===== src/rtl/fss_pkg.sv =====
// shared types, constants and character helpers for the fuzzy subsequence scorer
// no dependencies
`timescale 1ns / 1ps
`default_nettype none

package fss_pkg;

    typedef logic [7:0]  t_char;
    typedef logic [4:0]  t_len;
    typedef logic [10:0] t_score;
    typedef logic [1:0]  t_cfg_addr;

    // configuration register indexes
    localparam t_cfg_addr CFG_QUERY_LOW  = 2'd0;
    localparam t_cfg_addr CFG_QUERY_HIGH = 2'd1;
    localparam t_cfg_addr CFG_QUERY_LEN  = 2'd2;

    localparam int    CFG_DATA_W      = 64;
    localparam int    CHARS_PER_WORD  = 8;
    localparam t_char CHAR_NUL        = 8'h00;
    localparam t_char CHAR_UNDERSCORE = 8'h5F;
    localparam t_char CHAR_UP_A       = 8'h41;
    localparam t_char CHAR_UP_Z       = 8'h5A;
    localparam t_char CHAR_LOW_A      = 8'h61;
    localparam t_char CHAR_LOW_Z      = 8'h7A;
    localparam t_char CASE_OFFSET     = 8'h20;

    localparam logic [7:0]  SCORE_HIT      = 8'd1;
    localparam logic [7:0]  SCORE_BOUNDARY = 8'd5;
    localparam t_len        RUN_MAX        = 5'd31;
    localparam t_score      SCORE_MAX      = 11'd2047;

    typedef struct packed {
        t_char qchar;    // query character at the current query index
        t_len  eff_len;  // query length after the cap and the first NUL byte
    } t_query_info;

    typedef struct packed {
        t_score match_score;
        logic   all_matched;
    } t_result;

    function automatic logic is_up(input t_char c);
        is_up = (c >= CHAR_UP_A) && (c <= CHAR_UP_Z);
    endfunction

    function automatic logic is_low(input t_char c);
        is_low = (c >= CHAR_LOW_A) && (c <= CHAR_LOW_Z);
    endfunction

    function automatic t_char fold(input t_char c);
        fold = is_up(c) ? t_char'(c + CASE_OFFSET) : c;
    endfunction

endpackage

`default_nettype wire


===== src/rtl/fss_query_regs.sv =====
// query configuration storage and effective query length
// depends on fss_pkg
`timescale 1ns / 1ps
`default_nettype none

module fss_query_regs #(
    parameter int QUERY_LEN = 16
) (
    input  wire                     i_clk,
    input  wire                     i_rst_n,
    input  wire                     i_cfg_we,
    input  fss_pkg::t_cfg_addr      i_cfg_addr,
    input  wire [fss_pkg::CFG_DATA_W-1:0] i_cfg_data,
    input  fss_pkg::t_len           i_qidx,
    output fss_pkg::t_query_info    o_qinfo
);

    localparam int IDX_W = (QUERY_LEN > 1) ? $clog2(QUERY_LEN) : 1;
    localparam fss_pkg::t_len LEN_MAX = 5'(QUERY_LEN);

    fss_pkg::t_char r_query [QUERY_LEN];
    fss_pkg::t_len  r_qlen;
    fss_pkg::t_len  w_len_cap;
    fss_pkg::t_len  w_eff_len;

    always_ff @(posedge i_clk) begin
        if (!i_rst_n) begin
            for (int j = 0; j < QUERY_LEN; j++) begin
                r_query[j] <= fss_pkg::CHAR_NUL;
            end
            r_qlen <= '0;
        end else if (i_cfg_we) begin
            for (int j = 0; j < QUERY_LEN; j++) begin
                if (j < fss_pkg::CHARS_PER_WORD) begin
                    if (i_cfg_addr == fss_pkg::CFG_QUERY_LOW) begin
                        r_query[j] <= i_cfg_data[j*8 +: 8];
                    end
                end else begin
                    if (i_cfg_addr == fss_pkg::CFG_QUERY_HIGH) begin
                        r_query[j] <= i_cfg_data[(j-fss_pkg::CHARS_PER_WORD)*8 +: 8];
                    end
                end
            end
            if (i_cfg_addr == fss_pkg::CFG_QUERY_LEN) begin
                r_qlen <= i_cfg_data[4:0];
            end
        end
    end

    // a NUL byte ends the query early; scan from the top so the lowest one wins
    always_comb begin
        w_len_cap = (r_qlen > LEN_MAX) ? LEN_MAX : r_qlen;
        w_eff_len = w_len_cap;
        for (int j = QUERY_LEN - 1; j >= 0; j--) begin
            if ((5'(j) < w_len_cap) && (r_query[j] == fss_pkg::CHAR_NUL)) begin
                w_eff_len = 5'(j);
            end
        end
    end

    assign o_qinfo.eff_len = w_eff_len;
    assign o_qinfo.qchar   = r_query[i_qidx[IDX_W-1:0]];

endmodule

`default_nettype wire


===== src/rtl/fss_scorer.sv =====
// per-name match state and score update
// depends on fss_pkg
`timescale 1ns / 1ps
`default_nettype none

module fss_scorer #(
    parameter int QUERY_LEN = 16
) (
    input  wire                  i_clk,
    input  wire                  i_rst_n,
    input  wire                  i_step,
    input  fss_pkg::t_char       i_char,
    input  wire                  i_last,
    input  fss_pkg::t_query_info i_qinfo,
    output fss_pkg::t_len        o_qidx,
    output fss_pkg::t_result     o_result
);

    fss_pkg::t_len   r_qidx,       n_qidx;
    fss_pkg::t_len   r_run,        n_run;
    logic            r_prev_match, n_prev_match;
    fss_pkg::t_char  r_prev_char,  n_prev_char;
    logic            r_at_first,   n_at_first;
    logic            r_name_ended, n_name_ended;
    fss_pkg::t_score r_score,      n_score;

    logic            w_active;
    logic            w_hit;
    logic            w_boundary;
    fss_pkg::t_len   w_run_inc;
    logic [7:0]      w_consec;
    logic [7:0]      w_incr;
    logic [11:0]     w_sum;
    fss_pkg::t_score w_score_sat;
    logic            w_all;

    always_comb begin
        w_active   = i_step && !r_name_ended && (r_qidx < i_qinfo.eff_len);
        w_hit      = fss_pkg::fold(i_char) == fss_pkg::fold(i_qinfo.qchar);
        w_boundary = r_at_first || (r_prev_char == fss_pkg::CHAR_UNDERSCORE) ||
                     (fss_pkg::is_low(r_prev_char) && fss_pkg::is_up(i_char));
        w_run_inc  = (r_run < fss_pkg::RUN_MAX) ? r_run + 5'd1 : r_run;
        w_consec   = r_prev_match ? {w_run_inc, 3'b000} : 8'd0;
        w_incr     = fss_pkg::SCORE_HIT + w_consec +
                     (w_boundary ? fss_pkg::SCORE_BOUNDARY : 8'd0);
        w_sum      = {1'b0, r_score} + 12'(w_incr);
        w_score_sat = w_sum[11] ? fss_pkg::SCORE_MAX : w_sum[10:0];
    end

    always_comb begin
        n_qidx       = r_qidx;
        n_run        = r_run;
        n_prev_match = r_prev_match;
        n_prev_char  = r_prev_char;
        n_at_first   = r_at_first;
        n_name_ended = r_name_ended;
        n_score      = r_score;
        if (w_active) begin
            if (i_char == fss_pkg::CHAR_NUL) begin
                n_name_ended = 1'b1;
            end else begin
                if (w_hit) begin
                    n_score      = w_score_sat;
                    n_run        = r_prev_match ? w_run_inc : 5'd0;
                    n_qidx       = r_qidx + 5'd1;
                    n_prev_match = 1'b1;
                end else begin
                    n_prev_match = 1'b0;
                end
                n_prev_char = i_char;
                n_at_first  = 1'b0;
            end
        end

        // result sees the state after this character
        w_all                 = n_qidx >= i_qinfo.eff_len;
        o_result.all_matched  = w_all;
        o_result.match_score  = (w_all && (i_qinfo.eff_len != 5'd0)) ? n_score : '0;

        if (i_step && i_last) begin
            n_qidx       = '0;
            n_run        = '0;
            n_prev_match = 1'b1;
            n_prev_char  = fss_pkg::CHAR_NUL;
            n_at_first   = 1'b1;
            n_name_ended = 1'b0;
            n_score      = '0;
        end
    end

    always_ff @(posedge i_clk) begin
        if (!i_rst_n) begin
            r_qidx       <= '0;
            r_run        <= '0;
            r_prev_match <= 1'b1;
            r_prev_char  <= fss_pkg::CHAR_NUL;
            r_at_first   <= 1'b1;
            r_name_ended <= 1'b0;
            r_score      <= '0;
        end else begin
            r_qidx       <= n_qidx;
            r_run        <= n_run;
            r_prev_match <= n_prev_match;
            r_prev_char  <= n_prev_char;
            r_at_first   <= n_at_first;
            r_name_ended <= n_name_ended;
            r_score      <= n_score;
        end
    end

    assign o_qidx = r_qidx;

    // score only grows on a match, and every match advances the query index
    a_score_needs_match: assert property (@(posedge i_clk) disable iff (!i_rst_n)
        (r_qidx == 5'd0) |-> (r_score == '0))
        else $error("score nonzero with no matched query character");

    a_run_bounded: assert property (@(posedge i_clk) disable iff (!i_rst_n)
        r_run <= r_qidx)
        else $error("run length exceeds matched count");

    a_first_no_match: assert property (@(posedge i_clk) disable iff (!i_rst_n)
        r_at_first |-> ((r_qidx == 5'd0) && r_prev_match))
        else $error("match recorded before any character was consumed");

    a_qidx_bounded: assert property (@(posedge i_clk) disable iff (!i_rst_n)
        r_qidx <= 5'(QUERY_LEN))
        else $error("query index past query storage");

endmodule

`default_nettype wire


===== src/rtl/fuzzy_subsequence_score_top.sv =====
// top level: input register, scorer, result register and handshakes
// depends on fss_pkg, fss_query_regs, fss_scorer
//
// usage:
//   input channel (i_in_valid / o_in_ready) carries one name character per
//   transfer with i_last_char marking the final character of a name. output
//   channel (o_out_valid / i_out_ready) carries one result per name:
//   o_match_score and o_all_matched. the query is loaded through the write
//   port (i_cfg_we, i_cfg_addr, i_cfg_data) while no name is in flight:
//   index 0 query chars 0..7, index 1 chars 8..15, index 2 query length.
// timing:
//   one character per cycle sustained while no name end waits for the
//   result slot. characters are scored from the input register; once the
//   slot is free the result of a name is latched into the result register
//   and offered. the combinational compare and add of the scorer sets the rate.
// reset and stall:
//   synchronous active-low reset clears the query, the per-name state and
//   both handshake registers. while the output holds an untaken result,
//   characters that do not end a name keep flowing; a name end waits in the
//   input register until the result slot frees up.
`timescale 1ns / 1ps
`default_nettype none

module fuzzy_subsequence_score_top #(
    parameter int QUERY_LEN = 16
) (
    input  wire                           i_clk,
    input  wire                           i_rst_n,
    input  wire                           i_cfg_we,
    input  wire [1:0]                     i_cfg_addr,
    input  wire [fss_pkg::CFG_DATA_W-1:0] i_cfg_data,
    input  wire                           i_in_valid,
    output logic                          o_in_ready,
    input  wire [7:0]                     i_name_char,
    input  wire                           i_last_char,
    output logic                          o_out_valid,
    input  wire                           i_out_ready,
    output logic [10:0]                   o_match_score,
    output logic                          o_all_matched
);

    logic                 r_in_valid;
    fss_pkg::t_char       r_in_char;
    logic                 r_in_last;
    logic                 r_out_valid;
    fss_pkg::t_result     r_out;

    logic                 w_advance;
    logic                 w_in_xfer;
    fss_pkg::t_query_info w_qinfo;
    fss_pkg::t_len        w_qidx;
    fss_pkg::t_result     w_result;

    // a name end needs a free result slot, other characters always move on
    assign w_advance  = r_in_valid && (!r_in_last || !r_out_valid || i_out_ready);
    assign o_in_ready = !r_in_valid || w_advance;
    assign w_in_xfer  = i_in_valid && o_in_ready;

    always_ff @(posedge i_clk) begin
        if (!i_rst_n) begin
            r_in_valid <= 1'b0;
        end else if (w_in_xfer) begin
            r_in_valid <= 1'b1;
        end else if (w_advance) begin
            r_in_valid <= 1'b0;
        end
    end

    always_ff @(posedge i_clk) begin
        if (w_in_xfer) begin
            r_in_char <= i_name_char;
            r_in_last <= i_last_char;
        end
    end

    fss_query_regs #(
        .QUERY_LEN (QUERY_LEN)
    ) u_query_regs (
        .i_clk      (i_clk),
        .i_rst_n    (i_rst_n),
        .i_cfg_we   (i_cfg_we),
        .i_cfg_addr (i_cfg_addr),
        .i_cfg_data (i_cfg_data),
        .i_qidx     (w_qidx),
        .o_qinfo    (w_qinfo)
    );

    fss_scorer #(
        .QUERY_LEN (QUERY_LEN)
    ) u_scorer (
        .i_clk    (i_clk),
        .i_rst_n  (i_rst_n),
        .i_step   (w_advance),
        .i_char   (r_in_char),
        .i_last   (r_in_last),
        .i_qinfo  (w_qinfo),
        .o_qidx   (w_qidx),
        .o_result (w_result)
    );

    always_ff @(posedge i_clk) begin
        if (!i_rst_n) begin
            r_out_valid <= 1'b0;
        end else if (w_advance && r_in_last) begin
            r_out_valid <= 1'b1;
        end else if (i_out_ready) begin
            r_out_valid <= 1'b0;
        end
    end

    always_ff @(posedge i_clk) begin
        if (w_advance && r_in_last) begin
            r_out <= w_result;
        end
    end

    assign o_out_valid   = r_out_valid;
    assign o_match_score = r_out.match_score;
    assign o_all_matched = r_out.all_matched;

    a_score_implies_match: assert property (@(posedge i_clk) disable iff (!i_rst_n)
        (o_out_valid && (o_match_score != 11'd0)) |-> o_all_matched)
        else $error("nonzero score without a full match");

    a_name_end_waits: assert property (@(posedge i_clk) disable iff (!i_rst_n)
        (r_in_valid && r_in_last && r_out_valid && !i_out_ready) |=>
            (r_in_valid && r_in_last))
        else $error("name end dropped while result slot was busy");

    a_no_result_overwrite: assert property (@(posedge i_clk) disable iff (!i_rst_n)
        (r_out_valid && !i_out_ready) |=> (r_out_valid && $stable(r_out)))
        else $error("pending result overwritten");

endmodule

`default_nettype wire


===== config.mk =====
export PLATFORM = sky130hd
export DESIGN_NAME = fuzzy_subsequence_score_top
export DESIGN_NICKNAME = d
export VERILOG_FILES = /design/src/rtl/fss_pkg.sv /design/src/rtl/fss_query_regs.sv /design/src/rtl/fss_scorer.sv /design/src/rtl/fuzzy_subsequence_score_top.sv
export SDC_FILE = /design/constraint.sdc
export NUM_CORES = 1
export LEC_CHECK = 0
export BUFFER_PORTS_ARGS = -buffer_cell sky130_fd_sc_hd__buf_2
export CELL_PAD_IN_SITES_DETAIL_PLACEMENT = 0
export CELL_PAD_IN_SITES_GLOBAL_PLACEMENT = 2
export CORE_AREA = 10 10 134 229
export DETAILED_ROUTE_END_ITERATION = 8
export DIE_AREA = 0 0 144 239
export PLACE_DENSITY = 0.76
export SETUP_SLACK_MARGIN = 0.3
export SLEW_MARGIN = 20
export SYNTH_ARGS = -nofsm -noshare
export SYNTH_HDL_FRONTEND = slang
export SYNTH_SLANG_ARGS = --single-unit

===== constraint.sdc =====
create_clock -name i_clk -period 5.15 [get_ports i_clk]
set_input_delay 0 -clock i_clk [delete_from_list [all_inputs] [get_ports i_clk]]
set_output_delay 0 -clock i_clk [all_outputs]
set_load 0.01 [all_outputs]

### Word level (Yosys, flattened, before mapping)

Memories as Yosys holds them, arrays and structs flattened. A register that Yosys moved wholly into a read port is not among the register bits.
Index checks and enable logic that the tools add are counted.

* bits in latches: 0
* output and inout port bits: 14
* ROM bits: 0
* memories kept: 1
* bits in registers: 60
* input bits: 80
* RAM bits: 128

* bitwise logic cells: 18
* muxes and demuxes: 61
* eq/ne operators: 4
* shifts and indexed selects: 0
* div/mod/pow operators: 0
* order comparisons: 26
* multipliers: 0
* reduce and logical (&&, ||, !) cells: 61
* $add $sub $neg: 7

Memory list
* u_query_regs.r_query: words 16, bits a word 8, rd ports 17, clocked after Yosys merged registers in 1, wr ports 16, RTL line fss_query_regs.sv:21 `fss_pkg::t_char r_query [QUERY_LEN];`

Operator list (number)
* 2-to-1 mux 8 bit: 19
* zero test 8 bit: 17
* 2-to-1 mux 5 bit: 22
* 2-to-1 mux 11 bit: 4
* < comparator 4 x 5 -> 1 bit, first input constant: 8
* logical AND 1 bit: 26
* >= comparator 8 x 7 -> 1 bit, second input constant: 3
* less-or-equal comparator 8 x 7 -> 1 bit, second input constant: 3
* < comparator 3 x 5 -> 1 bit, first input constant: 4
* adder 8 x 6 -> 8 bit, second input constant: 2
* OR 1 bit: 16
* 2-to-1 mux 1 bit: 14
* adder 11 x 8 -> 12 bit: 1
* adder 5 x 1 -> 5 bit, second input constant: 2
* < comparator 1 x 5 -> 1 bit, first input constant: 2
* < comparator 2 x 5 -> 1 bit, first input constant: 2
* adder 1 x 8 -> 8 bit, first input constant: 1
* adder 8 bit: 1
* == test 8 x 7 -> 1 bit, second input constant: 1
* == test 8 bit: 1
* AND reduction 2 bit: 3
* >= comparator 5 bit: 1
* greater-than comparator 5 bit, second input constant: 1
* logical OR 1 bit: 5
* 13 further kinds: 18

### Longest topological paths before layout

Gate-level depths: netlist of run 1.

* word-level depth: 25
* mapped depth: 27

### Hierarchy

A second synthesis of run 1 with hierarchy kept.

* cells, all modules: 825
* area total of the unflattened synthesis: 9840.7 sq um

By module, submodules not included
* fss_query_regs: instances 1, seq. area each 3943.8 sq um, cells an instance 461, area each 6572.6 sq um
* fss_scorer: instances 1, seq. area each 640.6 sq um, cells an instance 331, area each 2519.9 sq um
* fuzzy_subsequence_score_top: instances 1, seq. area each 670.6 sq um, cells an instance 33, area each 748.2 sq um

### Worst setup path before layout of run 1

Ideal clock, no wire load.

* kind: reg-to-reg
* from: register u_query_regs.r_qlen[0]
* to: register r_out (netlist bit o_match_score[8]) (data pin)
* data arrival time: 4978 ps
* setup slack: -98 ps
* data required time: 4881 ps
* cell stages (with the launch flop): 26
* buffers on the path: 3
* cell sequence: dfxtp_1 clkbuf_1 o211a_1 o211a_1 or3b_2 nor3_1 nor3b_1 inv_1 ha_1 or3b_2 a221oi_1 nor2b_1 o211ai_1 a21oi_2 buf_4 xnor2_1 ha_1 nand2b_1 a21oi_1 nor2b_1 o21ai_0 nand2b_1 a21oi_1 a31o_2 clkbuf_1 nor3_1

* longest elaborated chain between the ends: 25

Ends and longest elaborated chain
* from (decl): RTL line fss_query_regs.sv:22 `fss_pkg::t_len r_qlen;`
* from (signal assigned): RTL line fss_query_regs.sv:45 `r_qlen <= i_cfg_data[4:0];`
* greater-than comparator 5 bit: RTL line fss_query_regs.sv:52 `w_len_cap = (r_qlen > LEN_MAX) ? LEN_MAX : r_qlen;`
* 2-to-1 mux 5 bit *: RTL line fss_query_regs.sv:52
* < comparator 4 x 5 -> 1 bit: RTL line fss_query_regs.sv:55 `if ((5'(j) < w_len_cap) && (r_query[j] == fss_pkg::CHAR_NUL)) begin`
* logical AND 1 bit: RTL line fss_query_regs.sv:55
* 2-to-1 mux 5 bit (15 in series): RTL line fss_query_regs.sv:55
* 2-to-1 mux 5 bit *: RTL line fss_query_regs.sv:55
* < comparator 5 bit: RTL line fss_scorer.sv:38 `w_active = i_step && !r_name_ended && (r_qidx < i_qinfo.eff_len);`
* logical AND 1 bit: RTL line fss_scorer.sv:38
* 2-to-1 mux 5 bit: RTL line fss_scorer.sv:58 `if (w_active) begin`
* >= comparator 5 bit: RTL line fss_scorer.sv:76 `w_all = n_qidx >= i_qinfo.eff_len;`
* logical AND 1 bit: RTL line fss_scorer.sv:78 `o_result.match_score = (w_all && (i_qinfo.eff_len != 5'd0)) ? n_score : '0;`
* to (signal assigned): RTL line fuzzy_subsequence_score_top.sv:113 `r_out <= w_result;`
* to (decl): RTL line fuzzy_subsequence_score_top.sv:46 `fss_pkg::t_result r_out;`

Every way passes the cells marked *; elsewhere a longest branch is shown, timed or not.
A chain may end at the register's enable or synchronous reset.

### Final worst setup path of run 1

* from: register u_query_regs.r_qlen[3]
* to: register r_out (netlist bit o_match_score[10]) (data pin)

The elaborated chain is that of the path after synthesis.

==> impl_metrics.py, run 1 <==
metrics = {
    "grt": {
        "grt_pass1_wl_um": 45700,
        "busiest_layer": "met2",
        "grt_usage_pct": 17.9,
        "use_met2_pct": 34.0,
        "antenna_found_initial": 0,
        "grt_pass1_vias": 8082,
        "met3_usage_pct": 3.02,
        "grt_max_degree": 77,
        "met1_usage_pct": 16.6,
        "grt_overflow": 0,
    },
    "power": {
        "peakVddDrop_uv": 326,
        "p_per_area_mw_per_mm2": 285,
        "p_leak_nw": 5.01,
        "p_total_mw": 3.70,
    },
    "floorplan": {
        "fp.dieArea_mm2": 0.0344,
        "io_pins": 94,
        "num_rows": 80,
        "start_util_pct": 36.4,
        "die_x_um": 144,
        "die_y_um": 239,
        "core_mm2": 0.0269,
    },
    "drt": {
        "routed_via_density": 5.30,
        "dr.pass1.iters": 5,
        "route.detailed.drc": 0,
        "ant_nets": 0,
        "drt_iter0_markers": 388,
        "wirelength_um": 29700,
        "vias": 7339,
        "wl_per_cell_um": 21.5,
    },
    "critical_path": {
        "required_ns": 5.45,
        "critPathKind": "flop to flop",
        "cpMostUsedCell": "buf_4",
        "reg2regPathDepth": 30,
        "cp-startpoint": "u_query_regs.r_qlen[3]",
        "r2r_slack_ns": 0.14,
        "worst_setup_path_start_kind": "flop",
        "timing.rr.start": "u_query_regs.r_qlen[3]",
        "cpMaxStageDelayCell": "or3b_4",
        "endpoint": "o_match_score[10]",
        "cp_max_fo": 7,
        "crit_arrival_ns": 5.32,
        "worstSetupEndpointType": "flop",
        "critPathMaxStageDelay_ns": 0.41,
        "r2r_end": "o_match_score[10]",
    },
    "cells_and_area": {
        "drive_above_1_share_pct": 30.2,
        "diodes": 0,
        "areaGrowthSynthToFinish_pct": 32.7,
        "design_area_mm2": 0.0130,
        "fin_nets": 1146,
        "final_core_util_pct": 48.3,
    },
    "synthesis": {
        "synth-main-ff-cell": "edfxtp_1",
        "postSynth.asyncResetShare_pct": 0,
        "syn_inst": 812,
        "ys_ff_latch": 188,
        "synth_edf_count": 149,
        "avgSynthCellArea_um2": 12.1,
        "syn_nets": 914,
        "synth_area_mm2": 0.00979,
        "ys_warn_count": 0,
        "synth_seq_area_share_pct": 53.7,
        "ys_types": 69,
    },
    "timing": {
        "slew_headroom_pct": 39.6,
        "max_freq_mhz": 199,
        "fin_skew_ns": 0.0145,
        "finalSetupTns_ns": 0,
        "min_period_ns": 5.01,
        "finalCritPeriodShare_pct": 97.3,
        "setup_viol": 0,
        "slew_viol_final": 0,
        "timing.final.hold_violations": 0,
        "timing.hold.ws_ns": 0.204,
        "worst_pin_slew_ns": 0.904,
        "rsz0062_at_grt": "yes",
    },
    "cts": {
        "clock_path_buffers": 2,
        "cts_sinks": 188,
        "clkLatencyLatePin_ns": 0.46,
        "cts_tree": "done",
        "clockRootBuffer": "clkbuf_16",
        "clk_pin_slew_ns": 0.07,
        "cts_max_level": 4,
        "cts_buffers": 17,
    },
    "placement": {
        "dpl.hpwl_um": 22200,
        "io_buffer_count": 93,
        "dpl_cell_area_mm2": 0.0109,
        "gp_congestion": 0.880,
    },
    "run": {
        "cap_violations": 0,
    },
    "status": {
        "outcome": "finished clean",
    },
    "hold_path": {
        "min-delay-path-class": "input pin to flop",
    },
}
## power breakdown
part	total [mW]	internal (mW)	switching, mW
registers	1.83	1.75	0.0889
clock network	1.48	0.871	0.612
logic	0.386	0.205	0.181
## how the worst min path moves through the flow
| stage | start | end | cells past startpoint |
|---|---|---|---|
| after floorplan | i_name_char[0] | r_in_char[0] | 0 |
| after global placement | i_name_char[0] | r_in_char[0] | 1 |
| after detailed placement | i_name_char[4] | r_in_char[4] | 1 |
| after CTS | i_cfg_addr[1] | u_query_regs.r_qlen[3] | 4 |
| after global routing | i_name_char[6] | r_in_char[6] | 2 |
| final | i_cfg_addr[1] | u_query_regs.r_qlen[3] | 4 |
## cell usage after synthesis (all sizes together), types with 4 or more instances
cell type    n  area (um2)
clkbuf      30         113
a22oi        6        45.0
nor2        46         173
or4          8        60.1
dfxtp       39         781
mux2i       29         290
xor2         4        35.0
buf         12        91.3
nor2b       20         125
o21bai       6        45.0
and2       116         726
a21o         5        37.5
nor3         7        35.0
nand2       36         135
nor3b        5        37.5
mux4        31         698
and3        21         131
or2          7        43.8
nand3       20         100
mux2         6        67.6
edfxtp     149        4470
ha          21         263
a21boi       7        52.6
nor4        31         194
a31oi        9        56.3
nand2b      10        62.6
xnor2       11        96.3
a21oi       21         109
o21ai       17        85.1
inv         20        75.1
o211ai       4        30.0
## placed cells by master, fill, tap and decap left out, types with 4 or more instances in the layout
master           n
o211ai_1         4
nand2_1         34
or2_2            5
nor2b_1         15
a21oi_2          4
buf_6            7
dfxtp_2          5
and2_1         116
xor2_1           4
dlygate4sd3_1   75
a31oi_1          6
nor4_1          22
nor2_1          44
mux2_2           5
inv_1           19
clkbuf_16       17
a22oi_1          6
a21o_1           5
nand2b_1         7
dfxtp_1         33
a21boi_0         6
nor4_2           8
ha_1            18
buf_4           76
or4_1            6
edfxtp_1       149
o21ai_1          9
a21oi_1         17
o21ai_0          7
mux2i_1         29
xnor2_1          9
buf_2           93
nor3_1           4
nand3_1         19
and3_1          21
mux4_2          31
bufinv_16        5
o21bai_1         6
## metal layers
layer | routed length (um) | up-vias
met1 | 10000 | 3588
met2 | 17000 | 161
met3 | 749 | 73
met4 | 1910 | 0
li1 | - | 3517
met5 | 0 | -
## state kept, by name, indices dropped and copies added, names as in the netlist, 5 cells and up
name,cells
o_match_score,11
u_scorer.r_prev_char,8
r_in_char,8
u_scorer.r_run,5
u_scorer.o_qidx,5
u_query_regs.r_qlen,5
u_query_regs.r_query,128
u_scorer.r_score,11
## final cells by class
cell class                 instances  area (um2)
fill                            2415       13900
sequential                       188        5270
multi-input combinational        562        4630
timing repair buffer             255        1950
clock buffer                      17         425
tap                              328         410
clock inverter                    14         231
inverter                          20        75.1
## cell families (layout without fill, tap and decap cells)
group / Yosys count / count (layout) / synth area share [%]
buf+inv: 62 / 306 / 2.85
xor+xnor: 16 / 16 / 1.58
compound gates: 114 / 114 / 8.25
fa+ha+maj: 22 / 22 / 2.89
flops: 188 / 188 / 53.7
simple gates: 344 / 344 / 20.0
mux: 66 / 66 / 10.8
## through the flow
stage | std cells | setup WS, ns
6_report | 1384 | 0.137
5_1_grt | 1384 | -0.0438
4_1_cts | 1381 | 0.277
3_5_place_dp | 1244 | -0.0879
3_3_place_gp | 1244 | -0.0587
2_1_floorplan | 812 | 0.310
## what timing repair did
item,in CTS,in global routing
buffers inserted,30,3
cloned,1,0
setup endpoints to repair,12,12
hold endpoints to repair,138,0
hold buffers,75,0
pin swaps,12,7
resized for setup,52,22
## worst max-delay path: cells and delay by family (launching register included)
family          cells  cell delay (ns)
simple gates        4             1.05
fa+ha+maj           1             0.28
flops               1             0.36
buf+inv            21             2.52
compound gates      4             0.64
Power figures use the tool's default switching activity.
==> run 2: changes to the inputs <==
Settings changed: PLACE_DENSITY 0.76 to default, PLACE_DENSITY_LB_ADDON from default to 0.1, RECOVER_POWER from default to 25.
==> run 2 against run 1 <==
Compared with the run above: the flow now finishes with violations (max-capacitance violations, max-slew violations); design area increased by 0.24%; clock power down 18%; routed wire length grew 4.9%; utilization grew 0.12 points; flip-flop and latch count did not move; largest cell class unchanged; first-iteration DRC count decreased by 20%; hold slack lost 0.16 ns.
==> impl_metrics.py, run 2 (synthesis results as in run 1) <==
metrics = {
    "critical_path": {
        "required_ns": 5.46,
        "critPathMaxStageDelay_ns": 0.41,
        "worst_setup_path_start_kind": "flop",
        "cpMostUsedCell": "buf_4",
        "reg2regPathDepth": 32,
        "cp_max_fo": 3,
        "cpMaxStageDelayCell": "or3_4",
        "worstSetupEndpointType": "flop",
        "critPathKind": "flop to flop",
        "crit_arrival_ns": 5.38,
    },
    "timing": {
        "worst_slack_ns": 0.0777,
        "max_freq_mhz": 197,
        "fin_skew_ns": 0.00865,
        "slew_headroom_pct": -81.4,
        "rsz0062_at_grt": "yes",
        "min_period_ns": 5.07,
        "timing.final.hold_violations": 0,
        "finalSetupTns_ns": 0,
        "slew_viol_final": 77,
        "setup_viol": 0,
        "timing.hold.ws_ns": 0.0406,
        "worst_pin_slew_ns": 2.72,
        "finalCritPeriodShare_pct": 98.5,
    },
    "cts": {
        "clkLatencyLatePin_ns": 0.45,
        "cts_max_level": 4,
        "cts_tree": "done",
        "clockRootBuffer": "clkbuf_16",
        "clk_pin_slew_ns": 0.07,
        "clock_path_buffers": 2,
        "cts_buffers": 17,
        "cts_sinks": 188,
    },
    "grt": {
        "grt_overflow": 0,
        "antenna_found_initial": 0,
        "grt_max_degree": 77,
        "grt_pass1_wl_um": 47200,
        "grt_pass1_vias": 8126,
        "grt_usage_pct": 18.4,
    },
    "cells_and_area": {
        "diodes": 0,
        "final_cell_mix": "edfxtp_1, buf_4, buf_2",
        "final_common_cell": "edfxtp_1",
        "largest_reg_flops": 128,
        "drive_above_1_share_pct": 30.7,
        "top_register": "u_query_regs.r_query",
        "fin_nets": 1153,
        "areaGrowthSynthToFinish_pct": 33.0,
    },
    "floorplan": {
        "num_rows": 80,
        "fp.dieArea_mm2": 0.0344,
        "die_x_um": 144,
        "core_mm2": 0.0269,
        "io_pins": 94,
        "die_y_um": 239,
        "start_util_pct": 36.4,
    },
    "drt": {
        "wirelength_um": 31200,
        "drt_iter0_markers": 309,
        "vias": 7448,
        "route.detailed.drc": 0,
        "dr.pass1.iters": 5,
        "routed_via_density": 5.36,
        "wl_per_cell_um": 22.4,
        "ant_nets": 0,
    },
    "power": {
        "peakVddDrop_uv": 246,
        "p_per_area_mw_per_mm2": 267,
        "p_leak_nw": 4.92,
    },
    "status": {
        "violations": "max-capacitance violations, max-slew violations",
        "outcome": "finished, violations left",
    },
    "placement": {
        "gp_congestion": 0.891,
        "io_buffer_count": 93,
        "dpl.hpwl_um": 23800,
        "pre_cts_ws_ns": -0.256,
    },
    "hold_path": {
        "min-delay-path-class": "input pin to flop",
        "hold_path_depth": 4,
    },
    "run": {
        "cap_violations": 1,
    },
}
run 2: layout make-up:
type | count | area [um2]
Clock buffer | 19 | 433
Sequential cell | 188 | 5270
Clock inverter | 11 | 88.8
Inverter | 20 | 75.1
Tap cell | 328 | 410
Multi-Input combinational cell | 562 | 4750
Fill cell | 2449 | 13900
Timing Repair Buffer | 262 | 2000
run 2: repair_timing:
item,CTS,global route
gates cloned,1,0
hold buffers,74,0
hold endpoints to repair,138,0
endpoints found under the setup margin,12,12
pin swaps,14,23
setup buffers,34,4
resized for setup,66,35
run 2: report_power, final:
group	internal (mW)	switching [mW]
Combinational	0.220	0.196
Clock	0.618	0.603
Sequential	1.74	0.0896
Total	2.58	0.889
run 2: path summary, 6_finish.rpt:
| path | startpoint | end | slack (ns) |
|---|---|---|---|
| setup / recovery | u_query_regs.r_qlen[4] | o_match_score[9] | 0.08 |
| hold / removal | i_out_ready | o_out_valid | 0.04 |
| setup reg to reg | u_query_regs.r_qlen[4] | o_match_score[9] | 0.08 |
| hold reg to reg | u_scorer.r_at_first | u_scorer.r_at_first | 0.46 |
run 2: metal layers:
| metal | part of all wire (%) | up-vias | global-route usage (%) |
|---|---|---|---|
| met2 | 58 | 154 | 36.1 |
| met3 | 2.5 | 59 | 2.84 |
| met1 | 34 | 3706 | 17.4 |
| li1 | - | 3529 | - |
| met5 | 0 | - | 0 |
| met4 | 5.0 | 0 | 9.91 |
run 2: critical path, delay by kind of cell, from the launching register on:
kind,cells,cell delay [ns]
buffers and inverters,20,2.44
AOI/OAI and AO/OA,6,0.95
and+or+nand+nor,5,0.92
DFF,1,0.36
adders and majority gates,1,0.25
run 2: metrics by stage:
step | instances | cell area (um2) | utilization (%) | power (mW)
after CTS | 1386 | 12800 | 47.6 | 3.50
after global placement | 1247 | 11000 | 40.7 | 2.16
after detailed placement | 1247 | 11000 | 40.7 | 2.17
after floorplan | 812 | 9830 | - | 1.99
final | 1390 | 13000 | 48.4 | 3.47
after global routing | 1390 | 13000 | 48.4 | 3.60
